## src/hdl/skf_pkg.sv

```systemverilog
// Shared types and constants for the scalar Kalman filter step unit.
`default_nettype none

package skf_pkg;

   // Widths of the configuration port
   localparam int unsigned CSR_IDX_W  = 2;
   localparam int unsigned CSR_DATA_W = 32;

   // Configuration register indexes
   typedef enum logic [CSR_IDX_W-1:0] {
      CSR_STATE_GAIN       = 2'd0,
      CSR_MEASURE_GAIN     = 2'd1,
      CSR_PROCESS_VARIANCE = 2'd2,
      CSR_MEASURE_VARIANCE = 2'd3
   } csr_index_type;

   // Sequencer states: each multiply has an issue (_M) and a writeback (_W) state
   typedef enum logic [4:0] {
      ST_IDLE,
      ST_XP_M,   ST_XP_W,
      ST_T1_M,   ST_T1_W,
      ST_T2_M,   ST_T2_W,
      ST_CP_M,   ST_CP_W,
      ST_T3_M,   ST_T3_W,
      ST_DIV_INIT,
      ST_DIV_RUN,
      ST_DIV_FIN,
      ST_T4_M,   ST_T4_W,
      ST_T5_M,   ST_T5_W,
      ST_KC_M,   ST_KC_W,
      ST_P_M,    ST_P_W,
      ST_DONE
   } state_type;

   // Divider produces this many quotient bits, MSB first
   localparam int unsigned QUOT_W = 34;

endpackage

`default_nettype wire

```

## src/hdl/scalar_kalman_filter_step_unit.sv

```systemverilog
// Scalar Kalman filter step: shared 33x33 multiplier and serial divider under a sequencer.
// The serial divider is skipped when the gain denominator is zero.
// A request is taken only while the sequencer is idle; the gain uses a 34-step restoring divider.
// The result register lets the next request start while a result still waits on rsp_stall.
// Reset (synchronous, active high): estimate and variance to zero, config to A=1.2, C=1,
// R=1, Q=2 in fixed point, sequencer idle, no result pending.
`default_nettype none

module scalar_kalman_filter_step_unit
   import skf_pkg::*;
#(
   parameter int unsigned FRAC_BITS = 16
) (
   input  wire logic                  clock,
   input  wire logic                  reset,
   // request channel
   input  wire logic                  req_valid,
   output logic                       req_stall,
   input  wire logic signed [31:0]    req_measurement,
   // result channel
   output logic                       rsp_valid,
   input  wire logic                  rsp_stall,
   output logic signed [31:0]         rsp_estimate,
   output logic [30:0]                rsp_variance,
   output logic signed [31:0]         rsp_gain,
   output logic                       rsp_singular,
   // configuration write channel
   input  wire logic                  csr_valid,
   output logic                       csr_ready,
   input  wire logic [CSR_IDX_W-1:0]  csr_index,
   input  wire logic [CSR_DATA_W-1:0] csr_wdata
);

   // Fixed-point constants derived from FRAC_BITS
   localparam longint ONE_L   = 64'sd1 << FRAC_BITS;
   localparam longint A_RST_L = (12 * ONE_L + 5) / 10;
   localparam longint Q_RST_L = (2 * ONE_L > 64'sd2147483647) ? 64'sd2147483647 : 2 * ONE_L;
   localparam logic signed [31:0] SG_RST = 32'(A_RST_L);
   localparam logic signed [31:0] MG_RST = 32'(ONE_L);
   localparam logic [30:0]        PV_RST = 31'(ONE_L);
   localparam logic [30:0]        MV_RST = 31'(Q_RST_L);
   localparam logic signed [32:0] ONE_33 = 33'(ONE_L);
   localparam logic signed [65:0] HALF   = 66'sd1 <<< (FRAC_BITS - 1);
   localparam logic signed [65:0] MAX32_W = 66'sd2147483647;
   localparam logic signed [65:0] MIN32_W = -66'sd2147483648;
   localparam logic signed [31:0] MAX32  = 32'sh7fffffff;
   localparam logic signed [31:0] MIN32  = 32'sh80000000;
   localparam logic [30:0]        MAXVAR = 31'h7fffffff;
   localparam logic [5:0]         DIV_LAST = 6'(QUOT_W - 1);

   // Saturate to the signed 32-bit range
   function automatic logic signed [31:0] sat32_f(input logic signed [65:0] v);
      logic signed [31:0] r;
      if (v > MAX32_W) begin
         r = MAX32;
      end else if (v < MIN32_W) begin
         r = MIN32;
      end else begin
         r = v[31:0];
      end
      return r;
   endfunction

   // Saturate to the variance range 0 .. 2^31-1
   function automatic logic [30:0] satvar_f(input logic signed [65:0] v);
      logic [30:0] r;
      if (v > MAX32_W) begin
         r = MAXVAR;
      end else if (v < 66'sd0) begin
         r = 31'd0;
      end else begin
         r = v[30:0];
      end
      return r;
   endfunction

   // Sequencer
   state_type state_ff, state_in;

   // Configuration registers
   logic signed [31:0] sg_ff, mg_ff;
   logic [30:0]        pv_ff, mv_ff;

   // Filter state
   logic signed [31:0] est_ff, est_in;
   logic [30:0]        var_ff, var_in;

   // Working registers
   logic signed [31:0] z_ff, z_in;
   logic signed [31:0] xp_ff, xp_in;
   logic [30:0]        pp_ff, pp_in;
   logic signed [31:0] cp_ff, cp_in;
   logic signed [33:0] den_ff, den_in;
   logic signed [31:0] t_ff, t_in;
   logic signed [31:0] k_ff, k_in;
   logic               sing_ff, sing_in;
   logic signed [31:0] innov_ff, innov_in;
   logic signed [31:0] x_ff, x_in;
   logic signed [32:0] omk_ff, omk_in;
   logic [30:0]        p_ff, p_in;

   // Divider registers
   logic [65:0]        rem_ff, rem_in;
   logic [65:0]        dsh_ff, dsh_in;
   logic [QUOT_W-1:0]  quo_ff, quo_in;
   logic [5:0]         cnt_ff, cnt_in;
   logic               qneg_ff, qneg_in;

   // Shared multiplier
   logic signed [32:0] mul_a, mul_b;
   logic signed [65:0] product_ff, product_in;
   logic signed [65:0] round_val;
   logic signed [31:0] rq32;

   // Result register
   logic               rsp_valid_ff, rsp_valid_in;
   logic signed [31:0] rsp_est_ff, rsp_est_in;
   logic [30:0]        rsp_var_ff, rsp_var_in;
   logic signed [31:0] rsp_gain_ff, rsp_gain_in;
   logic               rsp_sing_ff, rsp_sing_in;

   // Helpers
   logic               req_take;
   logic               rsp_free;
   logic signed [33:0] sum34;
   logic signed [32:0] sum33;
   logic [32:0]        dmag;
   logic [31:0]        cmag;
   logic               div_ge;

   assign req_take = req_valid && !req_stall;
   assign rsp_free = !rsp_valid_ff || !rsp_stall;

   // Handshake outputs
   always_comb begin
      req_stall = (state_ff != ST_IDLE);
      csr_ready = 1'b1;
   end

   assign rsp_valid    = rsp_valid_ff;
   assign rsp_estimate = rsp_est_ff;
   assign rsp_variance = rsp_var_ff;
   assign rsp_gain     = rsp_gain_ff;
   assign rsp_singular = rsp_sing_ff;

   // Multiplier operand select
   always_comb begin
      mul_a = '0;
      mul_b = '0;
      case (state_ff)
         ST_XP_M: begin
            mul_a = {sg_ff[31], sg_ff};
            mul_b = {est_ff[31], est_ff};
         end
         ST_T1_M: begin
            mul_a = {sg_ff[31], sg_ff};
            mul_b = {2'b00, var_ff};
         end
         ST_T2_M: begin
            mul_a = {t_ff[31], t_ff};
            mul_b = {sg_ff[31], sg_ff};
         end
         ST_CP_M: begin
            mul_a = {mg_ff[31], mg_ff};
            mul_b = {2'b00, pp_ff};
         end
         ST_T3_M: begin
            mul_a = {mg_ff[31], mg_ff};
            mul_b = {cp_ff[31], cp_ff};
         end
         ST_T4_M: begin
            mul_a = {mg_ff[31], mg_ff};
            mul_b = {xp_ff[31], xp_ff};
         end
         ST_T5_M: begin
            mul_a = {k_ff[31], k_ff};
            mul_b = {innov_ff[31], innov_ff};
         end
         ST_KC_M: begin
            mul_a = {k_ff[31], k_ff};
            mul_b = {mg_ff[31], mg_ff};
         end
         ST_P_M: begin
            mul_a = omk_ff;
            mul_b = {2'b00, pp_ff};
         end
         default: begin
            mul_a = '0;
            mul_b = '0;
         end
      endcase
   end

   assign product_in = mul_a * mul_b;

   // Round half up and drop the fraction bits
   assign round_val = (product_ff + HALF) >>> FRAC_BITS;
   assign rq32      = sat32_f(round_val);

   // Divider compare and operand magnitudes
   assign div_ge = (rem_ff >= dsh_ff);
   assign dmag   = den_ff[33] ? 33'(-den_ff) : den_ff[32:0];
   assign cmag   = cp_ff[31] ? 32'(-cp_ff) : cp_ff;

   // Next state
   always_comb begin
      state_in = state_ff;
      case (state_ff)
         ST_IDLE:     if (req_take) state_in = ST_XP_M;
         ST_XP_M:     state_in = ST_XP_W;
         ST_XP_W:     state_in = ST_T1_M;
         ST_T1_M:     state_in = ST_T1_W;
         ST_T1_W:     state_in = ST_T2_M;
         ST_T2_M:     state_in = ST_T2_W;
         ST_T2_W:     state_in = ST_CP_M;
         ST_CP_M:     state_in = ST_CP_W;
         ST_CP_W:     state_in = ST_T3_M;
         ST_T3_M:     state_in = ST_T3_W;
         ST_T3_W:     state_in = ST_DIV_INIT;
         ST_DIV_INIT: state_in = (den_ff == 34'sd0) ? ST_T4_M : ST_DIV_RUN;
         ST_DIV_RUN:  if (cnt_ff == 6'd0) state_in = ST_DIV_FIN;
         ST_DIV_FIN:  state_in = ST_T4_M;
         ST_T4_M:     state_in = ST_T4_W;
         ST_T4_W:     state_in = ST_T5_M;
         ST_T5_M:     state_in = ST_T5_W;
         ST_T5_W:     state_in = ST_KC_M;
         ST_KC_M:     state_in = ST_KC_W;
         ST_KC_W:     state_in = ST_P_M;
         ST_P_M:      state_in = ST_P_W;
         ST_P_W:      state_in = ST_DONE;
         ST_DONE:     if (rsp_free) state_in = ST_IDLE;
         default:     state_in = ST_IDLE;
      endcase
   end

   // Datapath and result register updates
   always_comb begin
      z_in     = z_ff;
      xp_in    = xp_ff;
      pp_in    = pp_ff;
      cp_in    = cp_ff;
      den_in   = den_ff;
      t_in     = t_ff;
      k_in     = k_ff;
      sing_in  = sing_ff;
      innov_in = innov_ff;
      x_in     = x_ff;
      omk_in   = omk_ff;
      p_in     = p_ff;
      rem_in   = rem_ff;
      dsh_in   = dsh_ff;
      quo_in   = quo_ff;
      cnt_in   = cnt_ff;
      qneg_in  = qneg_ff;
      est_in   = est_ff;
      var_in   = var_ff;
      sum34    = '0;
      sum33    = '0;
      rsp_valid_in = rsp_valid_ff && rsp_stall;
      rsp_est_in   = rsp_est_ff;
      rsp_var_in   = rsp_var_ff;
      rsp_gain_in  = rsp_gain_ff;
      rsp_sing_in  = rsp_sing_ff;
      case (state_ff)
         ST_IDLE: begin
            if (req_take) z_in = req_measurement;
         end
         ST_XP_W: xp_in = rq32;
         ST_T1_W: t_in  = rq32;
         ST_T2_W: begin
            // predicted variance: (A*P)*A + R
            sum34 = {{2{rq32[31]}}, rq32} + {3'b000, pv_ff};
            pp_in = satvar_f({{32{sum34[33]}}, sum34});
         end
         ST_CP_W: cp_in = rq32;
         ST_T3_W: begin
            den_in = {{2{rq32[31]}}, rq32} + {3'b000, mv_ff};
         end
         ST_DIV_INIT: begin
            sing_in = (den_ff == 34'sd0);
            k_in    = '0;
            rem_in  = {34'd0, cmag} << FRAC_BITS;
            dsh_in  = {dmag, 33'd0};
            quo_in  = '0;
            cnt_in  = DIV_LAST;
            qneg_in = cp_ff[31] ^ den_ff[33];
         end
         ST_DIV_RUN: begin
            // one restoring step per cycle, quotient MSB first
            if (div_ge) rem_in = rem_ff - dsh_ff;
            dsh_in = dsh_ff >> 1;
            quo_in = {quo_ff[QUOT_W-2:0], div_ge};
            cnt_in = cnt_ff - 6'd1;
         end
         ST_DIV_FIN: begin
            if (!qneg_ff) begin
               k_in = (quo_ff[33:31] != 3'd0) ? MAX32 : {1'b0, quo_ff[30:0]};
            end else if (quo_ff[33:32] != 2'd0 || (quo_ff[31] && quo_ff[30:0] != 31'd0)) begin
               k_in = MIN32;
            end else begin
               k_in = -signed'(quo_ff[31:0]);
            end
         end
         ST_T4_W: begin
            // innovation z - C*x'
            sum33    = {z_ff[31], z_ff} - {rq32[31], rq32};
            innov_in = sat32_f({{33{sum33[32]}}, sum33});
         end
         ST_T5_W: begin
            sum33 = {xp_ff[31], xp_ff} + {rq32[31], rq32};
            x_in  = sat32_f({{33{sum33[32]}}, sum33});
         end
         ST_KC_W: omk_in = ONE_33 - {rq32[31], rq32};
         ST_P_W:  p_in   = satvar_f(round_val);
         ST_DONE: begin
            if (rsp_free) begin
               est_in       = x_ff;
               var_in       = p_ff;
               rsp_valid_in = 1'b1;
               rsp_est_in   = x_ff;
               rsp_var_in   = p_ff;
               rsp_gain_in  = k_ff;
               rsp_sing_in  = sing_ff;
            end
         end
         default: begin
            z_in = z_ff;
         end
      endcase
   end

   // Control state, configuration and filter state
   always_ff @(posedge clock) begin
      if (reset) begin
         state_ff     <= ST_IDLE;
         rsp_valid_ff <= 1'b0;
         sg_ff        <= SG_RST;
         mg_ff        <= MG_RST;
         pv_ff        <= PV_RST;
         mv_ff        <= MV_RST;
         est_ff       <= '0;
         var_ff       <= '0;
      end else begin
         state_ff     <= state_in;
         rsp_valid_ff <= rsp_valid_in;
         est_ff       <= est_in;
         var_ff       <= var_in;
         if (csr_valid && csr_ready) begin
            case (csr_index_type'(csr_index))
               CSR_STATE_GAIN:       sg_ff <= csr_wdata;
               CSR_MEASURE_GAIN:     mg_ff <= csr_wdata;
               CSR_PROCESS_VARIANCE: pv_ff <= csr_wdata[30:0];
               CSR_MEASURE_VARIANCE: mv_ff <= csr_wdata[30:0];
               default:              sg_ff <= sg_ff;
            endcase
         end
      end
   end

   // Payload registers
   always_ff @(posedge clock) begin
      product_ff  <= product_in;
      z_ff        <= z_in;
      xp_ff       <= xp_in;
      pp_ff       <= pp_in;
      cp_ff       <= cp_in;
      den_ff      <= den_in;
      t_ff        <= t_in;
      k_ff        <= k_in;
      sing_ff     <= sing_in;
      innov_ff    <= innov_in;
      x_ff        <= x_in;
      omk_ff      <= omk_in;
      p_ff        <= p_in;
      rem_ff      <= rem_in;
      dsh_ff      <= dsh_in;
      quo_ff      <= quo_in;
      cnt_ff      <= cnt_in;
      qneg_ff     <= qneg_in;
      rsp_est_ff  <= rsp_est_in;
      rsp_var_ff  <= rsp_var_in;
      rsp_gain_ff <= rsp_gain_in;
      rsp_sing_ff <= rsp_sing_in;
   end

   // A new result only appears out of the completion state
   a_rsp_from_done: assert property (@(posedge clock) disable iff (reset)
      $rose(rsp_valid_ff) |-> $past(state_ff == ST_DONE))
      else $error("result raised outside completion");

   // A singular step always reports a zero gain
   a_sing_zero_gain: assert property (@(posedge clock) disable iff (reset)
      (rsp_valid_ff && rsp_sing_ff) |-> (rsp_gain_ff == 32'sd0))
      else $error("singular result with nonzero gain");

   // The divider leaves after its last quotient bit
   a_div_exit: assert property (@(posedge clock) disable iff (reset)
      (state_ff == ST_DIV_RUN && cnt_ff == 6'd0) |=> (state_ff == ST_DIV_FIN))
      else $error("divider did not finish on its last step");

   // A finished step waits while the held result is stalled
   a_done_holds: assert property (@(posedge clock) disable iff (reset)
      (state_ff == ST_DONE && rsp_valid_ff && rsp_stall) |=> (state_ff == ST_DONE))
      else $error("completion overran a stalled result");

endmodule

`default_nettype wire
```

## config.mk

```make
export PLATFORM = sky130hd
export DESIGN_NAME = scalar_kalman_filter_step_unit
export DESIGN_NICKNAME = d
export VERILOG_FILES = /design/src/hdl/skf_pkg.sv /design/src/hdl/scalar_kalman_filter_step_unit.sv
export SDC_FILE = /design/constraint.sdc
export NUM_CORES = 2
export LEC_CHECK = 0
export BUFFER_PORTS_ARGS = -buffer_cell sky130_fd_sc_hd__buf_2
export CORE_MARGIN = 2
export CORE_UTILIZATION = 60
export CTS_CLUSTER_SIZE = 14
export DETAILED_ROUTE_END_ITERATION = 8
export GPL_ROUTABILITY_DRIVEN = 1
export PLACE_DENSITY = 0.75
export REMOVE_ABC_BUFFERS = 1
export SYNTH_ARGS = -nofsm -noshare
export SYNTH_HDL_FRONTEND = slang
export SYNTH_SLANG_ARGS = --single-unit
```

## constraint.sdc

```tcl
create_clock -name clock -period 10.65 [get_ports clock]
set_input_delay 0.5325 -clock clock [delete_from_list [all_inputs] [get_ports clock]]
set_output_delay 0.5325 -clock clock [all_outputs]
set_load 0.005 [all_outputs]
```

==> metrics.csv <==
stage,metric,value,unit
timing,drv_slew,0,
worst_setup_path,timing.rr.end,product_ff[64],
global_routing,grt_pass1_wl,409000,um
clocking,clock-sinks,868,
die,boundaryPins,170,
placed_design,dp_hpwl,216000,um
worst_setup_path,cp-endpoint,product_ff[64],
timing,finalSetupTns,0,ps
synthesis,syn-cell-area,82400,um2
synthesis,ys_warn_count,0,
final_layout,layout.cells.non_filler,10600,
route,drt-pass1-iter-count,9,
timing,fin_skew,18.3,ps
die,start_util,60.6,%
route,post-route-drc-count,0,
timing,fmax,97.6,MHz
power,switching_share,46.5,%
final_layout,post-route-util,66.2,%
worst_setup_path,slowest_delay,1020,ps
synthesis,async_flop_share,0,%
route,ant_nets,0,
placed_design,gp_congestion,1.03,
timing,setup-violations-final,0,
die,fp.coreArea,136000,um2
power,ir_drop,0.230,mV
global_routing,overflow,0,
worst_setup_path,path_common_cell,fa_1,
route,num_vias,65700,
power,p_sw,8.48,mW
clocking,htreeDepth,3,
synthesis,synthDistinctLibCells,91,
worst_setup_path,crit_path_start_kind,flop,
placed_design,place_ws,54.6,ps
clocking,clk_path_buf_depth,3,
worst_setup_path,rrSetupSlack,400,ps
worst_setup_path,crit_start,state_ff[1],
route,vias_per_cell,6.18,
global_routing,antenna_found_initial,18,
global_routing,grt_max_degree,98,
power,pwr-share-seq,24.1,%
die,die_area,140000,um2
power,p_int,9.76,mW
final_layout,area_delta_synth_final,9.09,%
power,clockPowerShare,17.3,%
worst_setup_path,rr_startpoint,state_ff[1],
timing,worst_pin_slew,1380,ps
timing,relSlewSlack,7.80,%
placed_design,port_buffers,168,
timing,finalCriticalPeriod,10250,ps
worst_setup_path,critPathKind,reg -> reg,
clocking,clk_latency,700,ps
timing,hold_viol,0,
worst_setup_path,crit_arrival,10860,ps
power,p_comb_share,58.6,%
synthesis,ys_seq_area_share,28.7,%
route,wl_per_cell,25.6,um
final_layout,final_nets,10400,
worst_setup_path,critical_path_required,11260,ps
synthesis,syn_area_per_cell,9.58,um2
worst_setup_path,slowest_stage,a221oi_2,
clocking,numCtsBuffers,88,
global_routing,track_usage,39.1,%
timing,fin_ws,401,ps
die,die_y,374,um
final_layout,layout-drive-gt1-share,8.18,%
route,drt_wl_total,272000,um
synthesis,synth-edff-count,622,
worst_setup_path,endpoint_kind,flop,
synthesis,synth_cells,8599,
final_layout,design_area,89800,um2
power,p_leak,39.7,nW
die,rows,135,
worst_setup_path,r2r_cells,32,
placed_design,dp_cells,10400,
synthesis,synthFlopType,edfxtp_1,
min_path,hp-class,in -> reg,
worst_setup_path,cp_max_fo,14,
global_routing,grt_pass1_vias,65700,
route,drtIter0Drc,8391,
flow_run,maxCapViolations,0,
power,power_density,203,nW/um2
placed_design,postPlaceCellArea,86700,um2
clocking,clockRootBuffer,clkbuf_16,
run_status,outcome,"finished, final reports clean",
die,dieWidth,374,um
clocking,cts_tree,built,
synthesis,synth_seq_cells,868,
clocking,path_clk_slew,70,ps
timing,fin_crit_sh,96.2,%
## worst max-delay path: cells and delay by family, from the launching register on
family,cells,cell delay (ps)
adder cells (fa/ha/maj),9,4390
AO/OA/AOI/OAI,11,3600
buffers and inverters,7,1080
flip-flops,1,510
AND/OR/NAND/NOR,4,440
XOR/XNOR,1,150
## Yosys cell counts (9+ instances only)
master | count | area [um2]
a31oi_1 | 34 | 213
mux2i_1 | 20 | 200
a222oi_1 | 19 | 190
a221oi_1 | 34 | 298
a22oi_1 | 103 | 773
buf_1 | 30 | 113
o31ai_1 | 28 | 210
a21o_1 | 164 | 1230
nand2_1 | 1296 | 4860
o41ai_1 | 12 | 105
and2_1 | 76 | 475
xnor2_1 | 234 | 2050
nor3b_1 | 10 | 75.1
a41oi_1 | 9 | 78.8
nor2b_1 | 42 | 263
inv_1 | 1315 | 4940
and3_1 | 43 | 269
or3_1 | 38 | 238
nand3_1 | 101 | 505
a21oi_1 | 513 | 2570
xor2_1 | 139 | 1220
o21bai_1 | 33 | 248
a221o_1 | 34 | 340
and4_1 | 11 | 96.3
edfxtp_1 | 622 | 18700
or2_2 | 16 | 100
ha_1 | 411 | 5140
o21a_1 | 46 | 345
o21ai_0 | 226 | 1130
or4_1 | 10 | 75.1
nand3b_1 | 23 | 173
nand4_1 | 36 | 225
nand2b_1 | 56 | 350
nor4_1 | 25 | 156
dfxtp_1 | 246 | 4920
maj3_1 | 39 | 390
a2111oi_0 | 11 | 96.3
clkbuf_1 | 360 | 1350
o21ai_1 | 10 | 50.1
fa_1 | 1150 | 23000
nor3_1 | 79 | 395
nor2_1 | 726 | 2730
a211oi_1 | 41 | 308
a211o_1 | 18 | 158
## per-stage QoR
step	hold slack (ps)	power [mW]
2_1_floorplan	400	10.9
6_report	20.5	18.2
3_3_place_gp	434	14.6
4_1_cts	0.159	17.9
3_5_place_dp	436	14.7
5_1_grt	2.63	19.2
## routing by layer
layer | part of all wire (%) | GRT usage [%] | vias to the layer above | wire (um)
met2 | 43 | 57.0 | 4059 | 116000
met4 | 5.2 | 16.5 | 14 | 14200
met5 | 0.032 | 0 | - | 88
met3 | 13 | 11.8 | 756 | 36500
li1 | - | - | 28300 | -
met1 | 39 | 54.3 | 32600 | 105000
## cells by family after synthesis
logic type / after synthesis / synth area share [%]
xor+xnor: 373 / 3.97
buf+inv: 1715 / 7.83
compound gates: 1411 / 11.0
fa+ha+maj: 1600 / 34.7
flops: 868 / 28.7
simple gates: 2609 / 13.6
mux: 22 / 0.270
other cells: 1 / 0.00455
## power groups by stage
| stage | logic, mW | registers [mW] | clock network [mW] |
|---|---|---|---|
| 2_1_floorplan | 6.55 | 4.39 | 0 |
| 3_3_place_gp | 10.1 | 4.45 | 0 |
| 3_5_place_dp | 10.3 | 4.45 | 0 |
| 4_1_cts | 10.4 | 4.38 | 3.16 |
| 5_1_grt | 11.5 | 4.40 | 3.28 |
| 6_report | 10.7 | 4.40 | 3.15 |
## placed cells by master, fill, tap and decap left out, types with 19 or more instances in the layout
| cell | count |
|---|---|
| edfxtp_1 | 622 |
| o31ai_1 | 28 |
| a21o_1 | 161 |
| and2_1 | 76 |
| a211oi_1 | 27 |
| buf_2 | 167 |
| nand2b_1 | 55 |
| dfxtp_1 | 243 |
| a22oi_1 | 102 |
| nand4_1 | 36 |
| inv_1 | 1315 |
| or3_1 | 38 |
| nor4_1 | 24 |
| o21a_1 | 46 |
| o21bai_1 | 33 |
| fa_1 | 1150 |
| ha_1 | 411 |
| nand2_1 | 1295 |
| a31oi_1 | 34 |
| a221o_1 | 34 |
| clkbuf_16 | 91 |
| nor2b_1 | 41 |
| clkbuf_1 | 23 |
| maj3_1 | 39 |
| a21oi_1 | 507 |
| and3_1 | 42 |
| xnor2_1 | 233 |
| mux2i_1 | 20 |
| xor2_1 | 139 |
| nor3_1 | 75 |
| o21ai_0 | 221 |
| buf_4 | 281 |
| nand3_1 | 100 |
| nor2_1 | 712 |
| a222oi_1 | 19 |
| nand3b_1 | 23 |
## state kept, by name (all words and copies together), names as in the netlist, 31 cells and up
register      count
den_ff           33
quo_ff           34
rsp_variance     31
omk_ff           33
x_ff             32
cp_ff            32
mv_ff            31
var_ff           31
p_ff             31
t_ff             32
rsp_estimate     32
sg_ff            32
pp_ff            31
innov_ff         32
rsp_gain         32
k_ff             32
dsh_ff           66
rem_ff           66
pv_ff            31
z_ff             32
product_ff       51
mg_ff            32
est_ff           32
xp_ff            32
## how the worst min path moves through the flow
| stage | from | to | cells past startpoint |
|---|---|---|---|
| floorplan | sing_ff | rsp_singular | 0 |
| global placement | p_ff[4] | rsp_variance[4] | 0 |
| detailed placement | p_ff[7] | rsp_variance[7] | 0 |
| CTS | req_measurement[8] | z_ff[8] | 1 |
| global route | req_measurement[26] | z_ff[26] | 1 |
| finish | req_measurement[26] | z_ff[26] | 1 |
## repair_timing
| action | CTS | global route |
|---|---|---|
| buffers inserted | 0 | 8 |
| hold buffers | 9 | 0 |
| gates cloned | 1 | 0 |
| endpoints found under the setup margin | 2 | 20 |
| gates resized for setup | 1 | 14 |
| endpoints found under the hold margin | 9 | 0 |
| pin swaps | 1 | 2 |
## cell type report
cell class	count	area, um2
fillers	10900	46000
diodes	8	20.0
clock inverters	41	353
flip-flops and latches	868	23600
well taps	1781	2230
inverters	1318	4950
repair buffers	474	3360
multi-input cells	6017	52800
clock buffers	125	2510
Power figures use the tool's default switching activity.
